$ cat src/sv/ipv4tf_pkg.sv
// Package with the types, codes and constants of the IPv4 tunnel packet filter.
`timescale 1ns / 1ps
`default_nettype none

package ipv4tf_pkg;

    // Port-list size and configuration port geometry.
    localparam int DEFAULT_ALLOWED_PORTS = 4;
    localparam int MAX_ALLOWED_PORTS     = 4;
    localparam int CFG_INDEX_W           = 3;
    localparam int CFG_DATA_W            = 32;

    // Configuration register indexes.
    localparam logic [CFG_INDEX_W-1:0] CFG_EXPECTED_DST   = 3'd0;
    localparam logic [CFG_INDEX_W-1:0] CFG_EXPECTED_SRC   = 3'd1;
    localparam logic [CFG_INDEX_W-1:0] CFG_PORT_LIST_LEN  = 3'd2;
    localparam logic [CFG_INDEX_W-1:0] CFG_ALLOWED_PORT_0 = 3'd3;

    // Verdict codes.
    localparam logic [2:0] VERDICT_ALLOW            = 3'd0;
    localparam logic [2:0] VERDICT_NOT_IPV4         = 3'd1;
    localparam logic [2:0] VERDICT_WRONG_DST        = 3'd2;
    localparam logic [2:0] VERDICT_WRONG_SRC        = 3'd3;
    localparam logic [2:0] VERDICT_PORT_NOT_ALLOWED = 3'd4;

    // Header byte offsets of the captured fields.
    localparam logic [15:0] OFS_VER_IHL = 16'd0;
    localparam logic [15:0] OFS_FRAG_HI = 16'd6;
    localparam logic [15:0] OFS_FRAG_LO = 16'd7;
    localparam logic [15:0] OFS_PROTO   = 16'd9;
    localparam logic [15:0] OFS_SRC     = 16'd12;
    localparam logic [15:0] OFS_DST     = 16'd16;

    // Header checks.
    localparam logic [15:0] MIN_HEADER_BYTES = 16'd20;
    localparam logic [3:0]  IP_VERSION_4     = 4'd4;
    localparam logic [7:0]  PROTO_TCP        = 8'd6;
    localparam logic [7:0]  PROTO_UDP        = 8'd17;
    localparam logic [31:0] MCAST_MASK       = 32'hf000_0000;
    localparam logic [31:0] MCAST_PREFIX     = 32'he000_0000;
    localparam logic [15:0] BYTE_COUNT_MAX   = 16'hffff;

    // One input transaction.
    typedef struct packed {
        logic [7:0] packet_byte;
        logic       last_byte;
    } pkt_t;

    // One result transaction.
    typedef struct packed {
        logic [2:0]  verdict;
        logic [7:0]  protocol_number;
        logic        port_present;
        logic [15:0] destination_port;
    } res_t;

    // Filter settings other than the port list.
    typedef struct packed {
        logic [31:0] expected_destination;
        logic [31:0] expected_source;
        logic [2:0]  port_list_length;
    } cfg_t;

    // Header fields of a finished packet, handed from capture to verdict.
    typedef struct packed {
        logic [15:0] size;
        logic [7:0]  version_ihl;
        logic [12:0] fragment;
        logic [7:0]  protocol;
        logic [31:0] source;
        logic [31:0] destination;
        logic [15:0] port_bytes;
        logic [1:0]  port_bytes_seen;
    } hdr_t;

endpackage

`default_nettype wire

$ cat src/sv/ipv4tf_cfg_regs.sv
// Configuration registers of the IPv4 tunnel packet filter.
`timescale 1ns / 1ps
`default_nettype none

module ipv4tf_cfg_regs #(
    parameter int ALLOWED_PORTS = ipv4tf_pkg::DEFAULT_ALLOWED_PORTS
) (
    input  wire logic                               clk,
    input  wire logic                               rst_n,
    input  wire logic                               cfg_valid,
    output logic                                    cfg_ready,
    input  wire logic [ipv4tf_pkg::CFG_INDEX_W-1:0] cfg_index,
    input  wire logic [ipv4tf_pkg::CFG_DATA_W-1:0]  cfg_data,
    output ipv4tf_pkg::cfg_t                        cfg,
    output logic [15:0]                             ports [ALLOWED_PORTS]
);

    logic             cfg_wr;
    ipv4tf_pkg::cfg_t cfg_reg;
    ipv4tf_pkg::cfg_t cfg_next;
    logic [15:0]      ports_reg  [ALLOWED_PORTS];
    logic [15:0]      ports_next [ALLOWED_PORTS];

    // Writes are always taken.
    assign cfg_ready = 1'b1;
    assign cfg_wr    = cfg_valid && cfg_ready;

    // Decode the register index; indexes past the list are dropped.
    always_comb
    begin
        cfg_next   = cfg_reg;
        ports_next = ports_reg;
        if (cfg_wr)
        begin
            if (cfg_index == ipv4tf_pkg::CFG_EXPECTED_DST)
            begin
                cfg_next.expected_destination = cfg_data[31:0];
            end
            if (cfg_index == ipv4tf_pkg::CFG_EXPECTED_SRC)
            begin
                cfg_next.expected_source = cfg_data[31:0];
            end
            if (cfg_index == ipv4tf_pkg::CFG_PORT_LIST_LEN)
            begin
                cfg_next.port_list_length = cfg_data[2:0];
            end
            for (int k = 0; k < ALLOWED_PORTS; k++)
            begin
                if (cfg_index == ipv4tf_pkg::CFG_ALLOWED_PORT_0 + ipv4tf_pkg::CFG_INDEX_W'(k))
                begin
                    ports_next[k] = cfg_data[15:0];
                end
            end
        end
    end

    // Settings reset to zero.
    always_ff @(posedge clk or negedge rst_n)
    begin
        if (!rst_n)
        begin
            cfg_reg <= '0;
            for (int k = 0; k < ALLOWED_PORTS; k++)
            begin
                ports_reg[k] <= 16'd0;
            end
        end
        else
        begin
            cfg_reg   <= cfg_next;
            ports_reg <= ports_next;
        end
    end

    assign cfg   = cfg_reg;
    assign ports = ports_reg;

endmodule

`default_nettype wire

$ cat src/sv/ipv4tf_capture.sv
// Byte counter and header field capture of the IPv4 tunnel packet filter.
`timescale 1ns / 1ps
`default_nettype none

module ipv4tf_capture (
    input  wire logic                    clk,
    input  wire logic                    rst_n,
    input  wire logic                    pkt_valid,
    output logic                         pkt_stall,
    input  wire ipv4tf_pkg::pkt_t        pkt,
    input  wire logic                    hdr_take,
    output logic                         hdr_valid,
    output ipv4tf_pkg::hdr_t             hdr
);

    logic             accept;
    logic [15:0]      byte_count_reg;
    logic [15:0]      byte_count_next;
    logic [15:0]      byte_count_inc;
    logic [7:0]       vihl_reg;
    logic [7:0]       vihl_next;
    logic [12:0]      frag_reg;
    logic [12:0]      frag_next;
    logic [7:0]       proto_reg;
    logic [7:0]       proto_next;
    logic [31:0]      src_reg;
    logic [31:0]      src_next;
    logic [31:0]      dst_reg;
    logic [31:0]      dst_next;
    logic [15:0]      port_reg;
    logic [15:0]      port_next;
    logic [1:0]       seen_reg;
    logic [1:0]       seen_next;
    logic [3:0]       ihl_words;
    logic [15:0]      port_hi_idx;
    logic [15:0]      port_lo_idx;
    logic [7:0]       b;
    ipv4tf_pkg::hdr_t hdr_reg;
    ipv4tf_pkg::hdr_t hdr_next;
    logic             hdr_valid_reg;
    logic             hdr_valid_next;

    // A finished header that cannot move on blocks the byte stream.
    assign pkt_stall = hdr_valid_reg && !hdr_take;
    assign accept    = pkt_valid && !pkt_stall;
    assign b         = pkt.packet_byte;

    // Port byte positions follow the header length, taken from this byte at offset zero.
    always_comb
    begin
        ihl_words   = (byte_count_reg == ipv4tf_pkg::OFS_VER_IHL) ? b[3:0] : vihl_reg[3:0];
        port_hi_idx = {10'd0, ihl_words, 2'b00} + 16'd2;
        port_lo_idx = {10'd0, ihl_words, 2'b00} + 16'd3;
    end

    // Field capture for the byte at the current offset.
    always_comb
    begin
        vihl_next  = vihl_reg;
        frag_next  = frag_reg;
        proto_next = proto_reg;
        src_next   = src_reg;
        dst_next   = dst_reg;
        port_next  = port_reg;
        seen_next  = seen_reg;

        if (byte_count_reg == ipv4tf_pkg::OFS_VER_IHL)
        begin
            vihl_next = b;
        end
        if (byte_count_reg == ipv4tf_pkg::OFS_FRAG_HI)
        begin
            frag_next = {b[4:0], 8'd0};
        end
        if (byte_count_reg == ipv4tf_pkg::OFS_FRAG_LO)
        begin
            frag_next[7:0] = b;
        end
        if (byte_count_reg == ipv4tf_pkg::OFS_PROTO)
        begin
            proto_next = b;
        end
        if (byte_count_reg >= ipv4tf_pkg::OFS_SRC && byte_count_reg < ipv4tf_pkg::OFS_DST)
        begin
            src_next = {src_reg[23:0], b};
        end
        if (byte_count_reg >= ipv4tf_pkg::OFS_DST && byte_count_reg < ipv4tf_pkg::MIN_HEADER_BYTES)
        begin
            dst_next = {dst_reg[23:0], b};
        end

        priority if (byte_count_reg == port_hi_idx)
        begin
            port_next = {b, 8'd0};
            seen_next = 2'd1;
        end
        else if (byte_count_reg == port_lo_idx && seen_reg == 2'd1)
        begin
            port_next[7:0] = b;
            seen_next      = 2'd2;
        end
        else
        begin
            port_next = port_reg;
        end

        byte_count_inc = (byte_count_reg != ipv4tf_pkg::BYTE_COUNT_MAX) ?
                         byte_count_reg + 16'd1 : byte_count_reg;
    end

    // On the last byte the packet is handed on and the capture state cleared.
    always_comb
    begin
        hdr_next.size            = byte_count_inc;
        hdr_next.version_ihl     = vihl_next;
        hdr_next.fragment        = frag_next;
        hdr_next.protocol        = proto_next;
        hdr_next.source          = src_next;
        hdr_next.destination     = dst_next;
        hdr_next.port_bytes      = port_next;
        hdr_next.port_bytes_seen = seen_next;
        byte_count_next          = byte_count_inc;
        hdr_valid_next           = hdr_valid_reg && !hdr_take;
        if (accept && pkt.last_byte)
        begin
            hdr_valid_next  = 1'b1;
            byte_count_next = 16'd0;
        end
    end

    // Capture state.
    always_ff @(posedge clk or negedge rst_n)
    begin
        if (!rst_n)
        begin
            byte_count_reg <= 16'd0;
            vihl_reg       <= 8'd0;
            frag_reg       <= 13'd0;
            proto_reg      <= 8'd0;
            src_reg        <= 32'd0;
            dst_reg        <= 32'd0;
            port_reg       <= 16'd0;
            seen_reg       <= 2'd0;
            hdr_valid_reg  <= 1'b0;
        end
        else
        begin
            hdr_valid_reg <= hdr_valid_next;
            if (accept)
            begin
                byte_count_reg <= byte_count_next;
                if (pkt.last_byte)
                begin
                    vihl_reg  <= 8'd0;
                    frag_reg  <= 13'd0;
                    proto_reg <= 8'd0;
                    src_reg   <= 32'd0;
                    dst_reg   <= 32'd0;
                    port_reg  <= 16'd0;
                    seen_reg  <= 2'd0;
                end
                else
                begin
                    vihl_reg  <= vihl_next;
                    frag_reg  <= frag_next;
                    proto_reg <= proto_next;
                    src_reg   <= src_next;
                    dst_reg   <= dst_next;
                    port_reg  <= port_next;
                    seen_reg  <= seen_next;
                end
            end
        end
    end

    // Finished header register.
    always_ff @(posedge clk)
    begin
        if (accept && pkt.last_byte)
        begin
            hdr_reg <= hdr_next;
        end
    end

    assign hdr_valid = hdr_valid_reg;
    assign hdr       = hdr_reg;

endmodule

`default_nettype wire

$ cat src/sv/ipv4tf_verdict.sv
// Verdict logic and result register of the IPv4 tunnel packet filter.
`timescale 1ns / 1ps
`default_nettype none

module ipv4tf_verdict #(
    parameter int ALLOWED_PORTS = ipv4tf_pkg::DEFAULT_ALLOWED_PORTS
) (
    input  wire logic              clk,
    input  wire logic              rst_n,
    input  wire ipv4tf_pkg::cfg_t  cfg,
    input  wire logic [15:0]       ports [ALLOWED_PORTS],
    input  wire logic              hdr_valid,
    input  wire ipv4tf_pkg::hdr_t  hdr,
    output logic                   hdr_take,
    output logic                   res_valid,
    input  wire logic              res_stall,
    output ipv4tf_pkg::res_t       res
);

    logic             res_valid_reg;
    logic             res_valid_next;
    ipv4tf_pkg::res_t res_reg;
    ipv4tf_pkg::res_t res_next;
    logic [5:0]       ihl_bytes;
    logic             header_ok;
    logic             port_ok;
    logic             multicast;
    logic             src_match;
    logic             dst_match;
    logic [2:0]       list_len;
    logic             port_hit;

    // The result register takes a new verdict when empty or when its transaction completes.
    assign hdr_take = hdr_valid && (!res_valid_reg || !res_stall);

    // Header sanity and address checks.
    always_comb
    begin
        ihl_bytes = {hdr.version_ihl[3:0], 2'b00};
        header_ok = (hdr.size >= ipv4tf_pkg::MIN_HEADER_BYTES)
                 && (hdr.version_ihl[7:4] == ipv4tf_pkg::IP_VERSION_4)
                 && ({10'd0, ihl_bytes} >= ipv4tf_pkg::MIN_HEADER_BYTES)
                 && ({10'd0, ihl_bytes} <= hdr.size);
        port_ok   = (hdr.protocol == ipv4tf_pkg::PROTO_TCP || hdr.protocol == ipv4tf_pkg::PROTO_UDP)
                 && (hdr.fragment == 13'd0)
                 && (hdr.port_bytes_seen == 2'd2);
        multicast = (hdr.destination & ipv4tf_pkg::MCAST_MASK) == ipv4tf_pkg::MCAST_PREFIX;
        src_match = hdr.source == cfg.expected_source;
        dst_match = hdr.destination == cfg.expected_destination;
    end

    // Allow-list lookup over the ports in use.
    always_comb
    begin
        list_len = (cfg.port_list_length > 3'(ALLOWED_PORTS)) ?
                   3'(ALLOWED_PORTS) : cfg.port_list_length;
        port_hit = 1'b0;
        for (int k = 0; k < ALLOWED_PORTS; k++)
        begin
            if (3'(k) < list_len && ports[k] == hdr.port_bytes)
            begin
                port_hit = 1'b1;
            end
        end
    end

    // Verdict in order of precedence.
    always_comb
    begin
        res_next.protocol_number  = header_ok ? hdr.protocol : 8'd0;
        res_next.port_present     = header_ok && port_ok;
        res_next.destination_port = (header_ok && port_ok) ? hdr.port_bytes : 16'd0;
        priority if (!header_ok)
        begin
            res_next.verdict = ipv4tf_pkg::VERDICT_NOT_IPV4;
        end
        else if (multicast)
        begin
            res_next.verdict = src_match ? ipv4tf_pkg::VERDICT_ALLOW
                                         : ipv4tf_pkg::VERDICT_WRONG_SRC;
        end
        else if (!dst_match)
        begin
            res_next.verdict = ipv4tf_pkg::VERDICT_WRONG_DST;
        end
        else if (!src_match)
        begin
            res_next.verdict = ipv4tf_pkg::VERDICT_WRONG_SRC;
        end
        else if (list_len == 3'd0 || (port_ok && port_hit))
        begin
            res_next.verdict = ipv4tf_pkg::VERDICT_ALLOW;
        end
        else
        begin
            res_next.verdict = ipv4tf_pkg::VERDICT_PORT_NOT_ALLOWED;
        end
    end

    // Result valid flag.
    always_comb
    begin
        res_valid_next = res_valid_reg && res_stall;
        if (hdr_take)
        begin
            res_valid_next = 1'b1;
        end
    end

    always_ff @(posedge clk or negedge rst_n)
    begin
        if (!rst_n)
        begin
            res_valid_reg <= 1'b0;
        end
        else
        begin
            res_valid_reg <= res_valid_next;
        end
    end

    // Result payload register.
    always_ff @(posedge clk)
    begin
        if (hdr_take)
        begin
            res_reg <= res_next;
        end
    end

    assign res_valid = res_valid_reg;
    assign res       = res_reg;

endmodule

`default_nettype wire

$ cat src/sv/ipv4_tunnel_packet_filter.sv
// IPv4 tunnel packet filter: one verdict per packet from a byte stream.
//
// The packet enters on pkt, one byte per transaction in wire order, with last_byte set
// on its final byte; pkt_valid and pkt_stall hand it over. For each packet one result
// transaction leaves on res (verdict, protocol, port flag and destination port) under
// res_valid and res_stall. Bytes without the last mark give no result.
// Settings are written on the cfg port by index (valid/ready, always ready); the user
// must write them only while no packet is in flight, which the block does not enforce.
// Indexes past the port list are ignored. Throughput is one byte per cycle while
// pkt_stall is low, set by the single capture stage. A result reaches res after its last
// byte is taken, once the finished-header register has passed it to the result register.
// Reset clears all settings to zero and starts a new packet at byte zero.
// While res is stalled the result is held; one further finished packet waits in the
// header register, and pkt_stall rises only when both are full.
`timescale 1ns / 1ps
`default_nettype none

module ipv4_tunnel_packet_filter #(
    parameter int ALLOWED_PORTS = ipv4tf_pkg::DEFAULT_ALLOWED_PORTS
) (
    input  wire logic                               clk,
    input  wire logic                               rst_n,
    input  wire logic                               pkt_valid,
    output logic                                    pkt_stall,
    input  wire ipv4tf_pkg::pkt_t                   pkt,
    output logic                                    res_valid,
    input  wire logic                               res_stall,
    output ipv4tf_pkg::res_t                        res,
    input  wire logic                               cfg_valid,
    output logic                                    cfg_ready,
    input  wire logic [ipv4tf_pkg::CFG_INDEX_W-1:0] cfg_index,
    input  wire logic [ipv4tf_pkg::CFG_DATA_W-1:0]  cfg_data
);

    ipv4tf_pkg::cfg_t cfg;
    logic [15:0]      ports [ALLOWED_PORTS];
    logic             hdr_valid;
    logic             hdr_take;
    ipv4tf_pkg::hdr_t hdr;

    // Settings.
    ipv4tf_cfg_regs #(
        .ALLOWED_PORTS (ALLOWED_PORTS)
    ) u_cfg_regs (
        .clk       (clk),
        .rst_n     (rst_n),
        .cfg_valid (cfg_valid),
        .cfg_ready (cfg_ready),
        .cfg_index (cfg_index),
        .cfg_data  (cfg_data),
        .cfg       (cfg),
        .ports     (ports)
    );

    // Byte stream to finished header.
    ipv4tf_capture u_capture (
        .clk       (clk),
        .rst_n     (rst_n),
        .pkt_valid (pkt_valid),
        .pkt_stall (pkt_stall),
        .pkt       (pkt),
        .hdr_take  (hdr_take),
        .hdr_valid (hdr_valid),
        .hdr       (hdr)
    );

    // Finished header to result.
    ipv4tf_verdict #(
        .ALLOWED_PORTS (ALLOWED_PORTS)
    ) u_verdict (
        .clk       (clk),
        .rst_n     (rst_n),
        .cfg       (cfg),
        .ports     (ports),
        .hdr_valid (hdr_valid),
        .hdr       (hdr),
        .hdr_take  (hdr_take),
        .res_valid (res_valid),
        .res_stall (res_stall),
        .res       (res)
    );

endmodule

`default_nettype wire

$ cat config.mk
export PLATFORM = sky130hd
export DESIGN_NAME = ipv4_tunnel_packet_filter
export DESIGN_NICKNAME = d
export VERILOG_FILES = /design/src/sv/ipv4tf_pkg.sv /design/src/sv/ipv4tf_cfg_regs.sv /design/src/sv/ipv4tf_capture.sv /design/src/sv/ipv4tf_verdict.sv /design/src/sv/ipv4_tunnel_packet_filter.sv
export SDC_FILE = /design/constraint.sdc
export NUM_CORES = 1
export LEC_CHECK = 0
export BUFFER_PORTS_ARGS = -buffer_cell sky130_fd_sc_hd__buf_2
export CAP_MARGIN = 20
export CORE_MARGIN = 3
export CORE_UTILIZATION = 56
export DETAILED_ROUTE_END_ITERATION = 8
export PLACE_DENSITY = 0.76
export SLEW_MARGIN = 20
export SYNTH_ARGS = -nofsm -noshare
export SYNTH_HDL_FRONTEND = slang
export SYNTH_SLANG_ARGS = --single-unit
export TNS_END_PERCENT = 5
$ cat constraint.sdc
create_clock -name clk -period 4 [get_ports clk]
set_input_delay 0 -clock clk [delete_from_list [all_inputs] [get_ports clk]]
set_output_delay 0 -clock clk [all_outputs]
set_load 0.005 [all_outputs]
Word level (Yosys, flattened, before mapping)
Index checks and enable logic that the tools add are counted.

$add $sub $neg: 3. Order comparisons: 12. Equality and inequality tests: 24. Muxes and demuxes: 32. Reductions and logical operators: 37.

Operator list (number): $mux 32 (4); $eq 16x16->1 (6); $eq 32x32->1 (2); $mux 16 (4); $mux 8 (6); $eq 16x3->1 const B (2); $ge 16x5->1 const B (2); $lt 16x5->1 const B (2); $mux 13 (2); $logic_and 1x1->1 (19); $add 16x1->16 const B (1); $eq 16x4->1 const B (1); $ge 16x4->1 const B (1); $le 6x16->1 (1); $logic_not 16->1 (1); $ne 16x16->1 const B (1); $mux 3 (5); $add 6x2->7 const B (2); $reduce_and 2->1 (7); $logic_not 13->1 (1); $eq 3x3->1 const B (3); $eq 8x3->1 const B (1); $eq 8x5->1 const B (1); $mux 2 (4); other kinds (15) (29).

Flip-flop bits (word level): 415. Logic and storage cells: 137.

Logic depth before layout (Yosys ltp)
Depth after elaboration: 14. Mapped depth: 9. Gate-level depth less buffers: 8.

By module
A second synthesis with hierarchy kept.

Cell total of the unflattened synthesis: 1564. Area total of the unflattened synthesis: 19414.9 sq um.

By module, submodules not included: ipv4tf_capture (times used 1, cells an instance 986, area each 11384.7 sq um); ipv4tf_cfg_regs (times used 1, cells an instance 287, area each 5143.7 sq um); ipv4tf_verdict (times used 1, cells an instance 291, area each 2886.5 sq um).

Least setup slack after synthesis
OpenSTA, ideal clock, no wires.

Kind: register to register. From: reg u_verdict.res_valid_reg (netlist: u_verdict.res_valid). To: reg u_capture.port_reg[0]. Setup time: 0.123 ns. Arrival time: 4.080 ns. Data required time: 3.877 ns. Setup slack: -0.203 ns. Cell stages (with the launch flop): 8. Path buffers: 1. Clock period less this slack: 4.203 ns. Cells stage by stage: dfrtp_1 > nand3_1 > and2_1 > clkbuf_1 > nand2_1 > inv_1 > a31oi_2 > a22o_1.

Cells in the longest elaborated chain, start to end: 7.

RTL lines: start: declaration (line ipv4tf_verdict.sv:20) `logic res_valid_reg;`; start signal: assignment (line ipv4tf_verdict.sv:118) `res_valid_reg <= res_valid_next;`; $logic_not 1->1 (line ipv4tf_verdict.sv:34) `assign hdr_take = hdr_valid && (!res_valid_reg || !res_stall);`; $logic_or 1x1->1 (line ipv4tf_verdict.sv:34); $logic_and 1x1->1 (line ipv4tf_verdict.sv:34); $logic_not 1->1 (line ipv4tf_capture.sv:44) `assign pkt_stall = hdr_valid_reg && !hdr_take;`; $logic_and 1x1->1 (line ipv4tf_capture.sv:44); $logic_not 1->1 (line ipv4tf_capture.sv:45) `assign accept = pkt_valid && !pkt_stall;`; $logic_and 1x1->1 (line ipv4tf_capture.sv:45); end signal: assignment (line ipv4tf_capture.sv:169) `port_reg <= port_next;`; end: declaration (line ipv4tf_capture.sv:30) `logic [15:0] port_reg;`.

Every way passes these cells. A chain may end at the register's enable or synchronous reset.

Worst setup path after layout
From: reg u_capture.byte_count_reg[13]. To: reg u_capture.hdr_reg (netlist bit u_capture.hdr[15]) (data pin).

Cells in the longest elaborated chain, start to end: 5.

RTL lines: start: declaration (line ipv4tf_capture.sv:17) `logic [15:0] byte_count_reg;`; start signal: assignment (line ipv4tf_capture.sv:151) `byte_count_reg <= byte_count_next;`; $logic_not 16->1 (line ipv4tf_capture.sv:51) `ihl_words = (byte_count_reg == ipv4tf_pkg::OFS_VER_IHL) ? b[3:0] : vihl_reg[3:0];`; $mux 4 (line ipv4tf_capture.sv:51); $add 6x2->7 (line ipv4tf_capture.sv:52) `port_hi_idx = {10'd0, ihl_words, 2'b00} + 16'd2;`; $eq 16x16->1 * (line ipv4tf_capture.sv:92) `priority if (byte_count_reg == port_hi_idx)`; $mux 16 * (line ipv4tf_capture.sv:92); net u_capture.port_next[13] (line ipv4tf_capture.sv:31) `logic [15:0] port_next;`; end signal: assignment (line ipv4tf_capture.sv:181) `hdr_reg <= hdr_next;`; end: declaration (line ipv4tf_capture.sv:38) `ipv4tf_pkg::hdr_t hdr_reg;`.

Mark *: on every way through the listed nets, which the timed path passes. The rest lies on a longest branch.

==> out/qor.yml <==
outcome: "finished with violations"
violations: "hold timing"
htreeDepth: 2
cpMaxStageDelayCell: "dfrtp_1"
cts_root_buf: "clkbuf_16"
p_leak_uw: 0.00903
fin_area_mm2: 0.0217
synth_nets: 1543
setup_tns_ps: 0
fmax_mhz: 375
die_area_mm2: 0.0364
fillers: 2415
fin_skew_ps: 19.4
cts_tree: "yes"
fin_cells: 2048
drv_cap: 0
rsz0062_at_grt: "no"
clock_latency_ps: 550
area_delta_synth_final_pct: 13.8
die_h_um: 191
netlist_instances: 1486
async_flop_share_pct: 62.7
gr-total-overflow: 0
yosys_warnings: 0
num_rows: 67
dr.pass1.iters: 6
antenna_found_initial: 0
clkPwrFrac_pct: 36.2
multi_input_area_mm2: 0.00747
ant_nets: 0
swShare_pct: 25.5
nets: 1622
required_ps: 4290
arrival_ps: 2960
synth_cell_types: 65
post-place-ws_ps: 1370
cp_num_buf_inv: 2
drv_slew: 0
syn_avg_cell_area_um2: 12.9
peakVddDrop_mv: 0.330
clk_pin_slew_worst_paths_ps: 60
cp_max_fo: 28
reg2reg_depth: 7
place_inst: 1924
io_buffers: 78
worstSetupPathType: "flop to flop"
clock_sinks: 415
vias_per_cell: 6.10
relSlewSlack_pct: 39.4
io_pins: 80
worst_pin_slew_ps: 905
ys.flop_type: "dfrtp_1"
grt_pass1_wl_mm: 70.3
final-hold-violation-count: 5
drt_iter0_drc: 881
synth.cell_area_mm2: 0.0191
p_sw_uw: 2850
crit_path_max_incr_delay_ps: 470
layout-drive-gt1-share_pct: 26.0
grt_max_degree: 131
largest_reg_flops: 127
place_congestion: 0.884
start_util_pct: 56.9
grt.total_usage_pct: 24.6
setup_viol: 0
post_cts_buffers: 0
cts.path.max_buffers: 3
internal_power_uw: 8310
pwr-share-seq_pct: 49.8
cp-start-kind: "flop"
num_vias: 12500
fp.dieW_um: 191
coreArea_mm2: 0.0336
crit_cells: 7
ys_seq_elements: 415
power_frac_comb_pct: 14.0
crit_family: "simple AND/OR/NAND/NOR gates"
regArea_mm2: 0.0112
diodes: 0
crit_chain: "nor4_4 > nand4_1 > buf_4 > mux2i_2 > nor4_4 > buf_4 > mux2_4"
synth_edf_count: 155
min_period_over_period_pct: 66.7
cts_buffers: 43
setup_ws_ps: 1330
wirelength_mm: 44.5
startpoint: "u_capture.byte_count_reg[13]"
power_per_cell_area_mw_per_mm2: 513
dp_hpwl_mm: 27.9
grt_pass1_vias: 12400
drc: 0
reg2reg_from: "u_capture.byte_count_reg[13]"
wl_per_cell_um: 21.7
whs_ps: -15.7
end_kind: "flop"
dpl-instance-area_mm2: 0.0198
seq_area_frac_synth_pct: 58.4
period_needed_ps: 2670
hold_class: "input pin to async pin"
==> metal layers <==
metal  global-route usage [%]  vias to the layer above  part of all wire, %
li1                         -                     5620                    -
met1                     35.2                     6397                   44
met2                     39.4                      398                   48
met3                     3.40                       71                  5.6
met4                     7.59                        0                  2.6
met5                        0                        -                    0
==> timing repair <==
action / CTS / global route
endpoints found under the hold margin: 282 / 0
resized for setup: 0 / 0
hold buffers: 42 / 0
==> worst paths after layout <==
check | to | slack [ps]
setup / recovery | u_capture.hdr[15] | 1330
hold / removal | u_cfg_regs.ports[13] | -20
setup reg to reg | u_capture.hdr[15] | 1330
hold reg to reg | u_verdict.res_valid | 480
max in group asynchronous | u_capture.byte_count_reg[8] | 3210
min in group clk | u_capture.frag_reg[0] | 50
==> cells by family (layout without fill, tap and decap cells) <==
group / Yosys count / after routing / share of synthesized area, %
compound gates: 265 / 265 / 9.41
xor+xnor: 140 / 140 / 6.41
fa+ha+maj: 8 / 8 / 0.524
buf+inv: 124 / 238 / 2.76
flops: 415 / 415 / 58.4
mux: 236 / 236 / 14.0
other cells: 1 / 1 / 0.0196
simple gates: 297 / 297 / 8.47
==> power groups by stage <==
stage               clock network, uW  logic, uW  registers, uW
floorplan                           0       1160           5430
global placement                    0       1450           5580
detailed placement                  0       1510           5620
CTS                              4100       1560           5540
global route                     4270       1710           5620
finish                           4040       1560           5550
==> worst reg2reg max path: stages, from the launching register on <==
cell,delay (ps)
dfrtp_1,470
nor4_4,460
nand4_1,140
buf_4,220
mux2i_2,200
nor4_4,220
buf_4,360
mux2_4,360
==> cells in the mapped netlist, types with 11 or more instances <==
library cell,count,area (um^2)
nor3b_1,11,82.6
nor2_1,28,105
buf_2,13,65.1
nor4_1,32,200
a22o_1,34,298
and2_1,17,106
a21oi_1,12,60.1
dfrtp_1,260,6510
a22oi_1,79,593
xnor2_1,32,280
and3_1,32,200
clkbuf_1,88,330
xor2_1,108,946
nand3_1,15,75.1
mux2_2,219,2470
nand2_1,106,398
inv_1,16,60.1
nand4_1,16,100
o21ai_0,91,455
edfxtp_1,155,4650
==> cells in the final DEF, fill, tap and decap left out, types with 14 or more instances in the layout <==
master / count
nand2_1: 105
and3_1: 32
mux2_2: 219
nor2_1: 26
and2_1: 17
xor2_1: 108
inv_1: 15
clkbuf_16: 44
nand4_1: 16
xnor2_1: 32
dfrtp_1: 260
buf_2: 77
nand3_1: 14
a22o_1: 34
buf_4: 17
o21ai_0: 91
nor4_1: 32
clkbuf_1: 16
edfxtp_1: 155
a22oi_1: 79
dlygate4sd3_1: 42
==> layout make-up <==
type	count	share of cell area (%)
clock buffers	70	5.97
clock inverters	10	0.650
flip-flops and latches	415	51.3
multi-input cells	947	34.4
repair buffers	142	4.82
inverters	16	0.293
well taps	448	2.58
==> metrics by stage <==
stage	power [uW]	util [%]
3_5_place_dp	7120	59.0
4_1_cts	11200	64.6
3_3_place_gp	7030	59.0
2_1_floorplan	6590	-
6_report	11200	64.7
5_1_grt	11600	64.7
(Power assumes the default switching activity.)
